**config.mk**
```make
export PLATFORM = sky130hd
export DESIGN_NAME = botq_cell
export DESIGN_NICKNAME = d
export VERILOG_FILES = /design/src/design/botq_pkg.sv /design/src/design/botq_cell.sv
export SDC_FILE = /design/constraint.sdc
export NUM_CORES = 1
export LEC_CHECK = 0
export BUFFER_PORTS_ARGS = -buffer_cell sky130_fd_sc_hd__buf_2
export CORE_ASPECT_RATIO = 0.75
export CORE_MARGIN = 4
export CORE_UTILIZATION = 43
export DETAILED_ROUTE_END_ITERATION = 8
export MAX_ROUTING_LAYER = met4
export PLACE_DENSITY = 0.84
export SYNTH_ARGS = -nofsm -noshare
export SYNTH_HDL_FRONTEND = slang
export SYNTH_SLANG_ARGS = --single-unit
```
**constraint.sdc**
```tcl
create_clock -name clk -period 13.8 [get_ports clk]
set_clock_uncertainty 0.2 [all_clocks]
set_input_delay 2.76 -clock clk [delete_from_list [all_inputs] [get_ports clk]]
set_output_delay 2.76 -clock clk [all_outputs]
set_load 0.02 [all_outputs]
```
**src/design/botq_pkg.sv**
```systemverilog
// botq_pkg: shared types and constants for the box overlap table.
// No dependencies.
`default_nettype none
package botq_pkg;
	localparam logic [1:0] OP_REGISTER = 2'd0;
	localparam logic [1:0] OP_REMOVE   = 2'd1;
	localparam logic [1:0] OP_QUERY    = 2'd2;
	localparam logic [1:0] OP_CLEAR    = 2'd3;

	localparam logic [1:0] ST_DONE     = 2'd0;
	localparam logic [1:0] ST_FULL     = 2'd1;
	localparam logic [1:0] ST_DISABLED = 2'd2;

	typedef struct packed {
		logic [7:0]         handle;
		logic [3:0]         box_type;
		logic signed [16:0] x;
		logic signed [16:0] y;
		logic [11:0]        width;
		logic [11:0]        height;
	} entry_t;

	typedef struct packed {
		logic [1:0]  operation;
		logic [7:0]  handle;
		logic [3:0]  box_type;
		logic signed [15:0] pos_x;
		logic signed [15:0] pos_y;
		logic signed [15:0] offset_x;
		logic signed [15:0] offset_y;
		logic [11:0] box_width;
		logic [11:0] box_height;
	} req_t;

	typedef struct packed {
		logic       hit;
		logic [7:0] hit_handle;
		logic [1:0] status;
	} rsp_t;

	// Broadcast command seen by every cell of the chain.
	typedef struct packed {
		logic       shift_all;  // every cell takes its right neighbor's entry
		logic       shift_low;  // only cells below the bound shift
	} cell_ctl_t;
endpackage
`default_nettype wire

```
**src/design/botq_cell.sv**
```systemverilog
// botq_cell: one table slot of the shifting chain.
// Depends on botq_pkg.
`default_nettype none
module botq_cell #(
	parameter int IDX = 0,
	parameter int CW  = 7
) (
	input  wire logic                clk,
	input  wire botq_pkg::cell_ctl_t ctl,
	input  wire logic [CW-1:0]       bound,
	input  wire botq_pkg::entry_t    next_entry,
	output botq_pkg::entry_t         entry_q
);
	logic en;

	// cells at or above the bound hold the kept run during a remove
	assign en = ctl.shift_all || (ctl.shift_low && (CW'(IDX) < bound));

	always_ff @(posedge clk) begin
		if (en) begin
			entry_q <= next_entry;
		end
	end
endmodule
`default_nettype wire

```
======== After elaboration in Yosys (flattened, before gate mapping) ========
Index checks and enable logic that the tools add are counted.
word-level totals
  bits in registers ....................... 70
  logic and storage cells ................. 9
cells by class
  $lt $le $gt $ge ......................... 1
  reductions and logical operators ........ 2
operators with widths
  kind                                                        number
  less-than comparator 1 x 7 -> 1 bit (first input constant)  1
  logical AND 1 bit                                           1
  logical OR 1 bit                                            1

======== Logic depth before layout (Yosys ltp) ========
  depth after elaboration ................. 3
  mapped depth ............................ 2
  mapped depth without buffers ............ 2

======== Least setup slack after synthesis ========
OpenSTA, ideal clock, no wires.
  path type ............................... in2reg
  start point ............................. input port bound[1]
  end point ............................... register entry_q[0] (netlist name) (enable)
  arrival time ............................ 6,221 ps
  required time ........................... 13,079 ps
  path slack .............................. 6,858 ps
  stages .................................. 2
  path buffers ............................ 0
  cells stage by stage .................... nor4_1 > a21oi_1
between the ends
  word-level cells in the longest chain between the ends .. 3
RTL lines
  what                                 RTL line         source
  from (decl)                          botq_cell.sv:10  input wire logic [CW-1:0] bound,
  less-than comparator 1 x 7 -> 1 bit  botq_cell.sv:17  assign en = ctl.shift_all || (ctl.shift_low && (CW'(IDX) < bound));
  logical AND 1 bit                    botq_cell.sv:17
  logical OR 1 bit                     botq_cell.sv:17
  via en                               botq_cell.sv:14  logic en;
  to (signal assigned)                 botq_cell.sv:21  entry_q <= next_entry;
  to (decl)                            botq_cell.sv:12  output botq_pkg::entry_t entry_q
The timed path passes the listed nets, and every way through them passes these cells.
A chain may end at the register's enable or synchronous reset.

======== Worst setup path after layout ========
  start point ............................. input port bound[2]
  end point ............................... register entry_q[52] (netlist name) (enable)
The elaborated chain is that of the path after synthesis.

==> results.md <==
* Outcome: finished clean
* Yosys warning count at 0
* Slew of the pin with the lowest slew margin at 0.830 ns
* Critical Path Max Stage Delay at around 0.54 ns
* Compound-Gate Fraction of Synth Area at 0.00236
* Crit path launch type: input port
* PwrDens at roughly 150 nW/um^2
* Vias in the first global route at roughly 1500
* CTS buffer count at 9
* Total negative slack at 0 ns
* Synth cell types at 4
* GRT overflow at 0
* # resized after CTS at 0
* Clk sinks at 70
* # IOs at 150
* First-pass GRT wire length at roughly 7100 um
* Simple-gate portion of the synthesized area at 0.00766
* Worst-path clk slew at around 0.080 ns
* Worst path slowest cell: nor4_1
* Cell area after synthesis at around 2100 sq um
* Via density at roughly 4.5
* Overall Global Routing Usage at 0.178
* Initial DRT Pass Iterations at 4
* Crit path launch: bound[2]
* Number of remaining DRC errors at 0
* Top delay family on crit path: simple AND/OR/NAND/NOR gates
* Die width at approximately 89 um
* RePlAce Congestion at a little over 0.7
* Leakage at roughly 1.4 nW
* Syn Inst Count at 74
* Main combinational cell family by area after synthesis: simple AND/OR/NAND/NOR gates
* Critical Path RT at roughly 14 ns
* Synth-to-Final Area Change at 48.7%
* Mux share of post-synthesis cell area at 0
* Antenna-violating nets left at 0
* Drt wl/cell at between 15 and 20 um
* CP Max Fanout at 70
* Initial Utilization at 0.459
* Post-synth net total at roughly 150
* IO Port Bufs at roughly 150
* Worst setup path category: in -> reg
* Worst Path Arrival at just under 4 ns
* Critical hold path startpoint: next_entry[62]
* Relative slew slack at 0.447
* Cell Chain, Critical Path: buf_2 > nor4_1 > a21oi_4 > buf_4
* Fmax at ~240 MHz
* Post-layout min period at roughly 4.1 ns
* Seq/Total Area, Yosys at 0.990
* Share of cells above drive strength 1 at 0.696
* Core ar. at 4620 sq um
* Layout Nets at about 320
* Clk root buf: clkbuf_8
* Final instance area at 3160 sq um
* Largest regs: entry_q (70)
* Die height at between 60 and 70 um
* Critical path endpoint category: flop
* Max reg flops at 70
* 1st-iter DRT viols at 37
* Largest register by flop count: entry_q
* Hold Fails Final Rpt at 0
* Final period util at 0.300
* Avg Synthesized Cell Area at about 29 sq um
* IR Drop Worst-Case VDD at 0.0858 mV
* TritonCTS clock tree: done
* Die footprint at 6140 sq um
* Setup violators final at 0
* Initial antenna violation count at 1
* Hold Path Class: in -> reg
* Routed vias at around 1400
* Synth Register Bits at 70
* Routed WL at about 5100 um
* Row count at 21
* Placed Instance Area at ~3000 sq um
* Layout Utilization at 0.683
* Post-CTS setup buffer count at 0
* Largest net degree at the start of global routing at 71
* Adder-cell share of the synthesized area at 0
* Filler cell count at about 340
* Number of max-cap violations at 0
* Cts hold-fix bufs at 0
* XOR/XNOR Fraction of Synth Area at 0
* RSZ-0062 raised after global routing: false
* Buf/Inv on CP at 2
* Max Buffers Root-to-Sink at 2
* Max-slew violations at 0
* H-tree Lvls at 3
-- cells by family after synthesis --
logic type	after synthesis
and+or+nand+nor	3
AOI/OAI and AO/OA	1
DFF	70
-- cell type report --
| class | instances | area, sq um | share of cell area |
|---|---|---|---|
| clock buffers | 9 | 124 | 0.0392 |
| clock inverters | 7 | 72.6 | 0.0230 |
| multi-input cells | 4 | 32.5 | 0.0103 |
| repair buffers | 150 | 753 | 0.239 |
| flip-flops and latches | 70 | 2100 | 0.666 |
| well taps | 57 | 71.3 | 0.0226 |
| diodes | 1 | 2.50 | 0.000792 |
-- Yosys cell counts (all sizes together) --
| cell | n | share of area |
|---|---|---|
| a21oi | 1 | 0.0024 |
| edfxtp | 70 | 0.99 |
| nor2 | 1 | 0.0018 |
| nor4 | 2 | 0.0059 |
-- through the flow --
step | instances | setup slack [ns] | hold slack [ns] | power, mW
after floorplan | 74 | 6.86 | 2.66 | 0.296
after CTS | 297 | 9.71 | 2.37 | 0.486
after detailed placement | 281 | 9.35 | 2.74 | 0.328
after global routing | 298 | 9.61 | 2.36 | 0.502
after global placement | 281 | 9.42 | 2.74 | 0.325
final | 298 | 9.66 | 2.39 | 0.480
-- routing by layer --
layer | track usage | up-vias | part of all wire
met3 | 0.109 | 14 | 0.14
met2 | 0.283 | 85 | 0.53
met5 | - | - | 0
met1 | 0.169 | 629 | 0.31
li1 | - | 626 | -
met4 | 0.0929 | 0 | 0.020
-- power by group --
| group | total (mW) | internal (mW) | switching, mW |
|---|---|---|---|
| clock | 0.159 | 0.0839 | 0.0749 |
| sequential | 0.261 | 0.256 | 0.00470 |
| combinational | 0.0611 | 0.0208 | 0.0403 |
-- layout by cell type, fill, tap and decap left out, drive strengths merged --
| cell | count |
|---|---|
| buf | 150 |
| a21oi | 1 |
| edfxtp | 70 |
| nor4 | 2 |
| clkinv | 2 |
| diode | 1 |
| inv | 2 |
| bufinv | 1 |
| clkinvlp | 2 |
| clkbuf | 9 |
| nor2 | 1 |
-- final timing paths --
kind | endpoint | cells after the start | slack [ns]
hold / removal | entry_q[62] | 1 | 2.39
setup / recovery | entry_q[52] | 4 | 9.66
No activity file was read; power rests on OpenSTA's default activity.
